File: config.mk
export PLATFORM = sky130hd
export DESIGN_NAME = lfu_cache_lru_tiebreak_flat
export DESIGN_NICKNAME = d
export VERILOG_FILES = /design/src/lfucl_pkg.sv /design/src/lfucl_if.sv /design/src/lfucl_ram.sv /design/src/lfucl_scan.sv /design/src/lfu_cache_lru_tiebreak.sv /design/src/flat_wrapper.sv
export VERILOG_INCLUDE_DIRS = /design/src /design/src/src
export SDC_FILE = /design/constraint.sdc
export NUM_CORES = 2
export LEC_CHECK = 0
export BUFFER_PORTS_ARGS = -buffer_cell sky130_fd_sc_hd__buf_4
export CAP_MARGIN = 20
export CORE_MARGIN = 5
export CORE_UTILIZATION = 50
export DETAILED_ROUTE_END_ITERATION = 8
export GPL_TIMING_DRIVEN = 0
export PLACE_DENSITY = 0.65
export SETUP_SLACK_MARGIN = 0.5
export SLEW_MARGIN = 20
export SYNTH_ARGS = -nofsm -noshare
export SYNTH_HDL_FRONTEND = slang
export SYNTH_SLANG_ARGS = --single-unit
File: constraint.sdc
create_clock -name clk_i -period 7.5 [get_ports clk_i]
set_input_delay 0 -clock clk_i [delete_from_list [all_inputs] [get_ports clk_i]]
set_output_delay 0 -clock clk_i [all_outputs]
set_load 0.05 [all_outputs]
File: src/lfu_cache_lru_tiebreak_assert.svh
// Assertion macros for the LFU cache.
`ifndef LFU_CACHE_LRU_TIEBREAK_ASSERT_SVH
`define LFU_CACHE_LRU_TIEBREAK_ASSERT_SVH

// Same-cycle implication.
`define LFUCL_ASSERT_IMP(label, clk, rst_n, ante, cons) \
  label: assert property (@(posedge clk) disable iff (!rst_n) (ante) |-> (cons)) \
    else $error("lfu cache check failed");

// Next-cycle implication.
`define LFUCL_ASSERT_NXT(label, clk, rst_n, ante, cons) \
  label: assert property (@(posedge clk) disable iff (!rst_n) (ante) |=> (cons)) \
    else $error("lfu cache check failed");

`endif

File: src/lfucl_pkg.sv
// Package: sizes, entry and scan result types for the LFU cache.
`default_nettype none
package lfucl_pkg;
  localparam int ENTRIES    = 16;
  localparam int COUNT_BITS = 16;
  localparam int IDX_W      = (ENTRIES > 1) ? $clog2(ENTRIES) : 1;
  localparam int CNT_W      = $clog2(ENTRIES + 1);
  localparam int CAP_W      = 5;
  localparam int KEY_W      = 32;
  localparam int CAP_RESET  = 16;
  localparam logic CMD_GET  = 1'b0;
  localparam logic CMD_PUT  = 1'b1;

  typedef struct packed {
    logic [KEY_W-1:0]      key;
    logic [KEY_W-1:0]      data;
    logic [COUNT_BITS-1:0] count;
    logic [IDX_W-1:0]      rank;
  } entry_t;

  typedef struct packed {
    logic                  found;
    logic [IDX_W-1:0]      found_idx;
    logic [IDX_W-1:0]      found_rank;
    logic [COUNT_BITS-1:0] found_count;
    logic [KEY_W-1:0]      found_data;
    logic [CNT_W-1:0]      used;
    logic                  vic_found;
    logic [IDX_W-1:0]      vic_idx;
    logic [IDX_W-1:0]      vic_rank;
    logic [COUNT_BITS-1:0] vic_count;
    logic [KEY_W-1:0]      vic_key;
  } scan_res_t;
endpackage
`default_nettype wire

File: src/lfucl_if.sv
// Request and response channel interfaces.
`default_nettype none
interface lfucl_req_if;
  logic               valid;
  logic               ready;
  logic               cmd;
  logic signed [31:0] lookup_key;
  logic signed [31:0] write_value;
  modport source (output valid, cmd, lookup_key, write_value, input ready);
  modport sink (input valid, cmd, lookup_key, write_value, output ready);
endinterface

interface lfucl_rsp_if;
  logic               valid;
  logic               ready;
  logic               hit;
  logic signed [31:0] read_value;
  logic               evicted;
  logic signed [31:0] evicted_key;
  modport source (output valid, hit, read_value, evicted, evicted_key, input ready);
  modport sink (input valid, hit, read_value, evicted, evicted_key, output ready);
endinterface
`default_nettype wire

File: src/lfucl_ram.sv
// Entry RAM: one write port, one read port, registered read data.
`default_nettype none
module lfucl_ram (
  input  wire logic                    clk_i,
  input  wire logic                    we_i,
  input  wire logic [lfucl_pkg::IDX_W-1:0] waddr_i,
  input  wire lfucl_pkg::entry_t       wdata_i,
  input  wire logic [lfucl_pkg::IDX_W-1:0] raddr_i,
  output lfucl_pkg::entry_t            rdata_o
);
  import lfucl_pkg::*;

  entry_t mem [ENTRIES];

  always_ff @(posedge clk_i) begin
    if (we_i) begin
      mem[waddr_i] <= wdata_i;
    end
    rdata_o <= mem[raddr_i];
  end
endmodule
`default_nettype wire

File: src/lfucl_scan.sv
// Scan accumulator: key match, occupancy and LFU/LRU victim over streamed entries.
`default_nettype none
module lfucl_scan (
  input  wire logic                        clk_i,
  input  wire logic                        rst_ni,
  input  wire logic                        clear_i,
  input  wire logic                        en_i,
  input  wire logic [lfucl_pkg::IDX_W-1:0] idx_i,
  input  wire logic                        ent_valid_i,
  input  wire lfucl_pkg::entry_t           ent_i,
  input  wire logic [31:0]                 key_i,
  output lfucl_pkg::scan_res_t             res_o
);
  import lfucl_pkg::*;

  scan_res_t res_q, res_d;

  always_comb begin
    res_d = res_q;
    if (clear_i) begin
      res_d = '0;
    end else if (en_i && ent_valid_i) begin
      res_d.used = res_q.used + CNT_W'(1);
      if (!res_q.found && ent_i.key == key_i) begin
        res_d.found       = 1'b1;
        res_d.found_idx   = idx_i;
        res_d.found_rank  = ent_i.rank;
        res_d.found_count = ent_i.count;
        res_d.found_data  = ent_i.data;
      end
      if (!res_q.vic_found || ent_i.count < res_q.vic_count ||
          (ent_i.count == res_q.vic_count && ent_i.rank > res_q.vic_rank)) begin
        res_d.vic_found = 1'b1;
        res_d.vic_idx   = idx_i;
        res_d.vic_rank  = ent_i.rank;
        res_d.vic_count = ent_i.count;
        res_d.vic_key   = ent_i.key;
      end
    end
  end

  always_ff @(posedge clk_i or negedge rst_ni) begin
    if (!rst_ni) begin
      res_q <= '0;
    end else begin
      res_q <= res_d;
    end
  end

  assign res_o = res_q;
endmodule
`default_nettype wire

File: src/lfu_cache_lru_tiebreak.sv
// LFU cache: one request at a time, a scan pass over the entry RAM, then a write-back pass.
// Hits and new-key puts take both passes; a get miss skips the write-back pass. A new
// request is taken only after the last result is loaded into the result register, so
// the request rate is set by the read sweeps through the entry RAM's single read port,
// plus any time the result register waits on the receiver.
// Reset: all entries invalid, capacity 16; RAM contents are left as they are.
`default_nettype none
module lfu_cache_lru_tiebreak (
  input  wire logic                          clk_i,
  input  wire logic                          rst_ni,
  input  wire logic                          cfg_we_i,
  input  wire logic [lfucl_pkg::CAP_W-1:0]   cfg_wdata_i,
  lfucl_req_if.sink                          req_i,
  lfucl_rsp_if.source                        rsp_o
);
  import lfucl_pkg::*;

  typedef enum logic [4:0] {
    S_IDLE   = 5'b00001,
    S_SCAN   = 5'b00010,
    S_DECIDE = 5'b00100,
    S_UPD    = 5'b01000,
    S_DONE   = 5'b10000
  } state_e;

  state_e state_q, state_d;
  logic [CAP_W-1:0]   cap_q;
  logic [CNT_W-1:0]   cnt_q, cnt_d;
  logic               rd_vld_q;
  logic [IDX_W-1:0]   rd_idx_q;
  logic [ENTRIES-1:0] valid_q, valid_d;
  logic               cmd_q;
  logic [31:0]        key_q, val_q;
  logic               hit_q, evict_q;
  logic [IDX_W-1:0]   tgt_q, thr_q;
  logic [COUNT_BITS-1:0] tgt_count_q;
  logic [31:0]        rdv_q, evk_q;
  logic               out_vld_q, out_hit_q, out_ev_q;
  logic [31:0]        out_rdv_q, out_evk_q;

  entry_t    rdata, wdata;
  scan_res_t sr;
  logic      ram_we;
  logic [IDX_W-1:0] raddr;

  logic [31:0]        cap_eff;
  logic               hit_c, new_c, evict_c;
  logic [ENTRIES-1:0] vic_oh, valid_after;
  logic [IDX_W-1:0]   free_idx;
  logic               rsp_free;

  assign raddr = cnt_q[IDX_W-1:0];

  lfucl_ram u_ram (
    .clk_i   (clk_i),
    .we_i    (ram_we),
    .waddr_i (rd_idx_q),
    .wdata_i (wdata),
    .raddr_i (raddr),
    .rdata_o (rdata)
  );

  lfucl_scan u_scan (
    .clk_i       (clk_i),
    .rst_ni      (rst_ni),
    .clear_i     (state_q == S_IDLE),
    .en_i        (state_q == S_SCAN && rd_vld_q),
    .idx_i       (rd_idx_q),
    .ent_valid_i (valid_q[rd_idx_q]),
    .ent_i       (rdata),
    .key_i       (key_q),
    .res_o       (sr)
  );

  // Decision after the scan
  always_comb begin
    if (cap_q == '0) begin
      cap_eff = 32'd1;
    end else if (32'(cap_q) > 32'(ENTRIES)) begin
      cap_eff = 32'(ENTRIES);
    end else begin
      cap_eff = 32'(cap_q);
    end
    hit_c   = sr.found;
    new_c   = !sr.found && cmd_q == CMD_PUT;
    evict_c = new_c && sr.vic_found && (32'(sr.used) >= cap_eff);
    vic_oh  = '0;
    if (evict_c) begin
      vic_oh[sr.vic_idx] = 1'b1;
    end
    valid_after = valid_q & ~vic_oh;
    free_idx = '0;
    for (int i = ENTRIES - 1; i >= 0; i--) begin
      if (!valid_after[i]) begin
        free_idx = IDX_W'(i);
      end
    end
  end

  // Write-back data
  always_comb begin
    wdata = rdata;
    if (rd_idx_q == tgt_q) begin
      wdata.key   = hit_q ? rdata.key : key_q;
      wdata.data  = (hit_q && cmd_q == CMD_GET) ? rdata.data : val_q;
      wdata.count = hit_q ? tgt_count_q : COUNT_BITS'(1);
      wdata.rank  = '0;
    end else if (hit_q) begin
      wdata.rank = rdata.rank + ((rdata.rank < thr_q) ? IDX_W'(1) : IDX_W'(0));
    end else begin
      wdata.rank = rdata.rank - ((evict_q && rdata.rank > thr_q) ? IDX_W'(1) : IDX_W'(0))
                   + IDX_W'(1);
    end
  end

  assign ram_we   = state_q == S_UPD && rd_vld_q && valid_q[rd_idx_q];
  assign rsp_free = !out_vld_q || rsp_o.ready;

  always_comb begin
    state_d = state_q;
    cnt_d   = cnt_q;
    valid_d = valid_q;
    case (state_q)
      S_IDLE: begin
        cnt_d = '0;
        if (req_i.valid) begin
          state_d = S_SCAN;
        end
      end
      S_SCAN: begin
        if (cnt_q == CNT_W'(ENTRIES)) begin
          state_d = S_DECIDE;
          cnt_d   = '0;
        end else begin
          cnt_d = cnt_q + CNT_W'(1);
        end
      end
      S_DECIDE: begin
        valid_d = valid_after;
        if (new_c) begin
          valid_d[free_idx] = 1'b1;
        end
        state_d = (hit_c || new_c) ? S_UPD : S_DONE;
      end
      S_UPD: begin
        if (cnt_q == CNT_W'(ENTRIES)) begin
          state_d = S_DONE;
        end else begin
          cnt_d = cnt_q + CNT_W'(1);
        end
      end
      S_DONE: begin
        if (rsp_free) begin
          state_d = S_IDLE;
        end
      end
      default: state_d = S_IDLE;
    endcase
  end

  always_ff @(posedge clk_i or negedge rst_ni) begin
    if (!rst_ni) begin
      state_q   <= S_IDLE;
      cnt_q     <= '0;
      rd_vld_q  <= 1'b0;
      valid_q   <= '0;
      cap_q     <= CAP_W'(CAP_RESET);
      out_vld_q <= 1'b0;
    end else begin
      state_q  <= state_d;
      cnt_q    <= cnt_d;
      rd_vld_q <= (state_q == S_SCAN || state_q == S_UPD) && cnt_q < CNT_W'(ENTRIES);
      valid_q  <= valid_d;
      if (cfg_we_i) begin
        cap_q <= cfg_wdata_i;
      end
      if (state_q == S_DONE && rsp_free) begin
        out_vld_q <= 1'b1;
      end else if (rsp_o.ready) begin
        out_vld_q <= 1'b0;
      end
    end
  end

  always_ff @(posedge clk_i) begin
    rd_idx_q <= raddr;
    if (state_q == S_IDLE && req_i.valid) begin
      cmd_q <= req_i.cmd;
      key_q <= req_i.lookup_key;
      val_q <= req_i.write_value;
    end
    if (state_q == S_DECIDE) begin
      hit_q       <= hit_c;
      evict_q     <= evict_c;
      tgt_q       <= hit_c ? sr.found_idx : free_idx;
      thr_q       <= hit_c ? sr.found_rank : sr.vic_rank;
      tgt_count_q <= (sr.found_count == '1) ? sr.found_count
                                            : sr.found_count + COUNT_BITS'(1);
      rdv_q       <= (hit_c && cmd_q == CMD_GET) ? sr.found_data : '0;
      evk_q       <= evict_c ? sr.vic_key : '0;
    end
    if (state_q == S_DONE && rsp_free) begin
      out_hit_q <= hit_q && (state_q == S_DONE);
      out_rdv_q <= rdv_q;
      out_ev_q  <= evict_q;
      out_evk_q <= evk_q;
    end
  end

  assign req_i.ready       = state_q == S_IDLE;
  assign rsp_o.valid       = out_vld_q;
  assign rsp_o.hit         = out_hit_q;
  assign rsp_o.read_value  = out_rdv_q;
  assign rsp_o.evicted     = out_ev_q;
  assign rsp_o.evicted_key = out_evk_q;

  `include "lfu_cache_lru_tiebreak_assert.svh"

  `LFUCL_ASSERT_IMP(a_evict_not_hit, clk_i, rst_ni, rsp_o.valid && rsp_o.evicted, !rsp_o.hit)
  `LFUCL_ASSERT_IMP(a_data_needs_hit, clk_i, rst_ni, rsp_o.valid && rsp_o.read_value != 0, rsp_o.hit)
  `LFUCL_ASSERT_NXT(a_fill_grows, clk_i, rst_ni, state_q == S_DECIDE && new_c && !evict_c, $countones(valid_q) == $past($countones(valid_q)) + 1)
  `LFUCL_ASSERT_NXT(a_evict_keeps, clk_i, rst_ni, state_q == S_DECIDE && evict_c, $countones(valid_q) == $past($countones(valid_q)))
endmodule
`default_nettype wire

File: src/flat_wrapper.sv
// flat-port wrapper written by rule: the top's interface ports become plain ports
module lfu_cache_lru_tiebreak_flat import lfucl_pkg::*;
  (clk_i, rst_ni, cfg_we_i, cfg_wdata_i, req_i_valid, req_i_cmd, req_i_lookup_key, req_i_write_value, req_i_ready, rsp_o_valid, rsp_o_hit, rsp_o_read_value, rsp_o_evicted, rsp_o_evicted_key, rsp_o_ready);
  lfucl_req_if req_i_i ();
  lfucl_rsp_if rsp_o_i ();
  input  wire logic clk_i;
  input  wire logic rst_ni;
  input  wire logic cfg_we_i;
  input  wire logic [lfucl_pkg::CAP_W-1:0] cfg_wdata_i;
  input wire logic [$bits(req_i_i.valid)-1:0] req_i_valid;
  input wire logic [$bits(req_i_i.cmd)-1:0] req_i_cmd;
  input wire logic [$bits(req_i_i.lookup_key)-1:0] req_i_lookup_key;
  input wire logic [$bits(req_i_i.write_value)-1:0] req_i_write_value;
  output wire logic [$bits(req_i_i.ready)-1:0] req_i_ready;
  output wire logic [$bits(rsp_o_i.valid)-1:0] rsp_o_valid;
  output wire logic [$bits(rsp_o_i.hit)-1:0] rsp_o_hit;
  output wire logic [$bits(rsp_o_i.read_value)-1:0] rsp_o_read_value;
  output wire logic [$bits(rsp_o_i.evicted)-1:0] rsp_o_evicted;
  output wire logic [$bits(rsp_o_i.evicted_key)-1:0] rsp_o_evicted_key;
  input wire logic [$bits(rsp_o_i.ready)-1:0] rsp_o_ready;
  assign req_i_i.valid = req_i_valid;
  assign req_i_i.cmd = req_i_cmd;
  assign req_i_i.lookup_key = req_i_lookup_key;
  assign req_i_i.write_value = req_i_write_value;
  assign req_i_ready = req_i_i.ready;
  assign rsp_o_valid = rsp_o_i.valid;
  assign rsp_o_hit = rsp_o_i.hit;
  assign rsp_o_read_value = rsp_o_i.read_value;
  assign rsp_o_evicted = rsp_o_i.evicted;
  assign rsp_o_evicted_key = rsp_o_i.evicted_key;
  assign rsp_o_i.ready = rsp_o_ready;
  lfu_cache_lru_tiebreak u_core (.clk_i(clk_i), .rst_ni(rst_ni), .cfg_we_i(cfg_we_i), .cfg_wdata_i(cfg_wdata_i), .req_i(req_i_i), .rsp_o(rsp_o_i));
endmodule
Word level (Yosys, flattened, before mapping) --
Memory sizes are Yosys's and may differ from the RTL's. A register that Yosys moved wholly into a read port is not among the register bits. Index checks and enable logic that the tools add are counted.
Word-level totals: bits in registers 377, bits in writable memories 1344, output and inout port bits 68, logic and storage cells 160, memories kept 1
Operators by class: $add $sub $neg 6, $lt $le $gt $ge 12, eq/ne operators 15, multiplexer cells 54, bitwise logic cells 4, reduce and logical (&&, ||, !) cells 36
Memories:
- u_core.u_ram.mem | words 16, bits a word 84, rd ports 1, clocked after Yosys merged registers in 1, write ports 1, RTL line lfucl_ram.sv:13 | entry_t mem [ENTRIES];
Operators by type and width (number):
- $mux 119 | 2
- $mux 57 | 2
- $mux 4 | 20
- $mux 80 | 1
- $mux 16 | 4
- $mux 32 | 2
- $mux 5 | 9
- $eq 32x32->1 | 1
- $ge 5x32->1 | 1
- $pmux 5 s5 | 1
- $logic_and 1x1->1 | 18
- $add 16x1->16 const B | 1
- $and 16x16->16 | 1
- $eq 16x16->1 | 1
- $eq 16x16->1 const B | 1
- $lt 16x16->1 | 1
- $not 16->16 | 1
- $or 16x16->16 | 1
- $lt 4x5->1 const B | 3
- $pmux 5 s3 | 1
- $add 5x1->5 const B | 2
- $eq 5x5->1 const B | 2
- $mux 1 | 9
- $demux 1 s4 | 2
- 24 further kinds | 40

Depth between registers and ports, before layout --
word-level depth 30, mapped depth 15, gate-level depth less buffers 15

Hierarchy --
Synthesis repeated with hierarchy kept, for this count alone.
Unflattened totals: cells, all modules 3595, area, all modules 69890.8 µm²
Modules (own cells, without submodules):
- lfucl_ram | instances 1, cells an instance 2154, area each 52052.4 µm², sequential area each 42040.3 µm²
- lfu_cache_lru_tiebreak | instances 1, cells an instance 786, area each 11235.8 µm², sequential area each 7544.7 µm²
- lfucl_scan | instances 1, cells an instance 655, area each 6602.6 µm², sequential area each 2977.9 µm²

Worst setup path after synthesis --
Ideal clock, no wire load.
path type register to register, from reg u_core.rd_idx_q[3], to mem u_core.u_ram.mem[0][0] (netlist name) (enable), library setup time 629 ps, data arrival time 7259 ps, required time 6871 ps, slack -388 ps, cell stages (with the launch flop) 7, period minus slack after synthesis 7888 ps, cell sequence dfxtp_1 > clkbuf_1 > inv_1 > mux4_2 > nand2_1 > or4_1 > nor3_1
On the way: cells in the longest elaborated chain, start to end 5
RTL lines:
- start, declared | RTL line lfu_cache_lru_tiebreak.sv:30 | logic [IDX_W-1:0] rd_idx_q;
- start signal, assigned | RTL line lfu_cache_lru_tiebreak.sv:186 | rd_idx_q <= raddr;
- $bmux 1 s4 | RTL line lfu_cache_lru_tiebreak.sv:116 | assign ram_we = state_q == S_UPD && rd_vld_q && valid_q[rd_idx_q];
- $mux 1 (not written as such) | RTL line lfu_cache_lru_tiebreak.sv:116
- $logic_and 1x1->1 | RTL line lfu_cache_lru_tiebreak.sv:116
- $mux 1 | RTL line lfucl_ram.sv:16 | if (we_i) begin
- $mux 1 (not written as such) | RTL line lfucl_ram.sv:17 | mem[waddr_i] <= wdata_i;
- end, declared | RTL line lfucl_ram.sv:13
Several ways; a longest one is shown, not always the timed one. The select of a mux whose other input is x is not followed.

Final worst setup path --
from reg u_core.key_q[2], to reg u_core.u_scan.res_q, in the netlist u_core.u_scan.res_o[66]
On the way: cells in the longest elaborated chain, start to end 4
RTL lines:
- start, declared | RTL line lfu_cache_lru_tiebreak.sv:33 | logic [31:0] key_q, val_q;
- start signal, assigned | RTL line lfu_cache_lru_tiebreak.sv:189 | key_q <= req_i.lookup_key;
- $eq 32x32->1 | RTL line lfucl_scan.sv:24 | if (!res_q.found && ent_i.key == key_i) begin
- $logic_and 1x1->1 | RTL line lfucl_scan.sv:24
- $reduce_bool 2->1 (no source line)
- $reduce_and 2->1 (no source line)
- end signal, assigned | RTL line lfucl_scan.sv:46 | res_q <= res_d;
- end, declared | RTL line lfucl_scan.sv:16 | scan_res_t res_q, res_d;
No other way between the ends. A chain may end at the register's enable or synchronous reset.

==> summary.md <==
| Metric | Value |
|---|---|
| Status | complete, no violations |
| Die H | 382 um |
| Worst Tran Pin Value | 1.15 ns |
| RSZ-0062 raised after global routing | no |
| Yosys top cell by area | edfxtp_1 |
| Initial antenna violation count | 5 |
| Total power | 26.0 mW |
| Sequential fraction of design power | 0.477 |
| # diodes | 0 |
| Final Hold Viols | 0 |
| Layout Nets | 4,154 |
| Die area | 146,000 sq um |
| Peak supply drop | 0.000212 V |
| CTS tree | done |
| Crit end category | register |
| Syn. warnings | 0 |
| Fin util | 0.604 |
| WL/cell | 29.1 um |
| Max Clk Rate | 232 MHz |
| Rows | 136 |
| #FFs+latches synth | 1,805 |
| Sequential area share after synthesis | 0.761 |
| Final WL | 174 mm |
| GPL Wtd Cong | 0.852 |
| Top cells by area, synth | edfxtp_1 (68%), mux4_2 (14%), dfrtp_1 (5.4%) |
| Core Box Area | 137,000 sq um |
| Share of cells above drive strength 1 | 0.272 |
| Switch Pwr | 6.92 mW |
| Total placed cells including tap cells | 5,507 |
| Layout fillers | 9,557 |
| Min Tclk post-route | 4.31 ns |
| Remaining DRCs | 0 |
| Post-synth EDFFs | 1,565 |
| DR iter-0 viols | 4,161 |
| CP max stage delay | 0.90 ns |
| Num ports | 143 |
| PwrDens | 314 nW/um^2 |
| Half-perimeter wire length after placement | 113 mm |
| Worst Setup Start Kind | register |
| H-tree Lvls | 4 |
| First-pass GRT wire length | 253 mm |
| Largest net degree at the start of global routing | 83 |
| Main synth FF type | edfxtp_1 |
| CTS sink cnt | 1,805 |
| Mapped Area | 69,100 sq um |
| Lkg Pwr | 28.1 nW |
| Synth Instances | 3,423 |
| Starting Density | 0.503 |
| Vias in the first global route | 36,460 |
| Critical path arrival | 4.95 ns |
| TritonRoute pass-1 iters | 6 |
| Gr usage total | 0.241 |
| CTS buffer count | 178 |
| Die Wd | 382 um |
| IO Port Bufs | 142 |
| Area grow syn2layout | 20.0% |
| Top-count cell post-synth | edfxtp_1 |
| Placed standard-cell area | 75,200 sq um |
| Int Power | 19.1 mW |
| Yosys top cell area share | 0.680 |
| Clk root buf | clkbuf_16 |
| Vias per cell | 6.01 |
| Max_slew headroom | 0.231 |
| Most instantiated cells after synthesis | edfxtp_1 (1,565), mux4_2 (425), nand2_1 (268), dfrtp_1 (150), clkbuf_1 (115) |
| Clk pin slew, worst setup/hold paths | 0.06 ns |
| Combinational Power Share | 0.167 |
| Delay-heaviest family, CP | simple AND/OR/NAND/NOR gates |
| Synthesized Nets | 3,536 |
| # setup viols final | 0 |
| Via count | 36,044 |
| Setup CP Type | register to register |
| Maxcap violations | 0 |
| Crit path buf inv count | 1 |
| Area taken by multi-input logic gates | 15,600 sq um |
| Hold crit path type | input port to register |
| Antenna violation net count after detailed routing | 0 |
| Async SR Flop Fraction | 0.0842 |
| Crit-path max FO | 10 |
| Average cell area after synthesis | 20.2 sq um |
| CP max stage cell | nor4_1 |
| Global route overflow | 0 |
| WP data required | 8.14 ns |
| Crit-path cells | xor2_1, nor4_1, nand4_1, or4_1, nor3_4, clkbuf_1, o21ai_1 |
| Clock share of power | 0.357 |
| Design Area, Final | 82,900 sq um |
| Fin cells | 5,993 |
| Post-CTS setup buffer count | 0 |
| Sw frac | 0.266 |
| Final period util | 0.574 |
| Slew Limit Fails | 0 |
| Yosys cell types | 76 |
| Clk buf depth | 3 |
| Skew final | 0.0367 ns |
| Register Area | 52,600 sq um |
| Clk_lat worst skew | 0.83 ns |
[cells by family (layout without fill, tap and decap cells)]
| group | after synthesis | after routing | share of synthesized area |
|---|---|---|---|
| flip-flops | 1805 | 1805 | 0.761 |
| AND/OR/NAND/NOR | 543 | 543 | 0.0377 |
| multiplexers | 525 | 525 | 0.154 |
| buffers and inverters | 248 | 1024 | 0.0152 |
| AO/OA/AOI/OAI | 207 | 207 | 0.0185 |
| XOR/XNOR | 57 | 57 | 0.00723 |
| adder cells (fa/ha/maj) | 38 | 38 | 0.00688 |
[worst register-to-register path, stage by stage, from the launching register on]
cell      delay (ns)
edfxtp_1        0.48
xor2_1          0.20
nor4_1          0.90
nand4_1         0.39
or4_1           0.67
nor3_4          0.41
clkbuf_1        0.87
o21ai_1         0.22
[final timing paths]
path                       depth (start not counted)  slack (ns)                                  end                        start
setup / recovery                                   7        3.19  u_core.u_scan.res_o[66]$_DFFE_PN0P_    u_core.key_q[2]$_DFFE_PP_
hold / removal                                     4        0.18        u_core.state_q[2]$_DFFE_PN0P_                  req_i_valid
setup reg to reg                                   7        3.19  u_core.u_scan.res_o[66]$_DFFE_PN0P_    u_core.key_q[2]$_DFFE_PP_
hold reg to reg                                    0        0.37           u_core.rd_idx_q[3]$_DFF_P_  u_core.cnt_q[3]$_DFFE_PN0P_
max in group asynchronous                          5        6.18  u_core.u_scan.res_o[91]$_DFFE_PN0P_                       rst_ni
min in group asynchronous                          4        0.44  u_core.u_scan.res_o[23]$_DFFE_PN0P_                       rst_ni
[registers in the layout (all words and copies together), names as in the netlist, 32 cells and up]
| register | cells |
|---|---|
| u_core.u_ram.rdata_o | 84 |
| u_core.val_q | 32 |
| u_core.rsp_o.evicted_key | 32 |
| u_core.evk_q | 32 |
| u_core.u_scan.res_o | 119 |
| u_core.rdv_q | 32 |
| u_core.rsp_o.read_value | 32 |
| u_core.key_q | 32 |
| u_core.u_ram.mem | 1344 |
[final cells by class]
type / instances / share of cell area
Buffer: 173 / 0.00975
Clock buffer: 238 / 0.0605
Clock inverter: 100 / 0.0142
Inverter: 75 / 0.00346
Multi-Input combinational cell: 1370 / 0.189
Sequential cell: 1805 / 0.634
Tap cell: 1794 / 0.0271
Timing Repair Buffer: 438 / 0.0622
[metal layers]
metal,wire length (um),track usage,share of wire,vias to the layer above
met4,4060,0.0621,0.023,4
met1,71900,0.349,0.41,19013
met3,16800,0.0624,0.096,276
li1,-,-,-,15017
met5,28,0,0.00016,-
met2,81700,0.370,0.47,1734
[placed cells by master (no fill, tap or decap), drive strengths merged, types with 8 or more instances in the layout]
master	instances
a21oi	18
and2	35
and3	35
buf	339
bufinv	20
clkbuf	362
clkinv	65
dfrtp	150
dfxtp	88
dlygate4sd3	148
edfxtp	1565
ha	38
inv	83
mux2	40
mux2i	60
mux4	425
nand2	268
nand2b	10
nand3	58
nand3b	8
nand4	27
nor2	52
nor2b	10
nor3	14
nor4	9
o21ai	134
o31ai	8
xnor2	21
xor2	36
[stage by stage]
step	hold slack (ns)	worst slack [ns]	TNS, ns
finish	0.183	3.19	0
global route	0.192	2.89	0
CTS	0.0976	3.20	0
detailed placement	0.0686	3.31	0
global placement	0.178	-9.02	-6013.77
floorplan	-0.296	-0.233	-58.58
[power groups by stage]
| stage | sequential [mW] | clock, mW | combinational (mW) |
|---|---|---|---|
| 2_1_floorplan | 12.5 | 0 | 2.68 |
| 3_3_place_gp | 12.6 | 0 | 4.09 |
| 3_5_place_dp | 12.6 | 0 | 4.27 |
| 4_1_cts | 12.4 | 9.42 | 4.35 |
| 5_1_grt | 12.4 | 9.86 | 4.66 |
| 6_report | 12.4 | 9.28 | 4.34 |
[what timing repair did]
action	in CTS	in global routing
endpoints found under the hold margin	260	0
hold buffers	148	0
gates resized for setup	0	0
No activity file was read; power rests on OpenSTA's default activity.
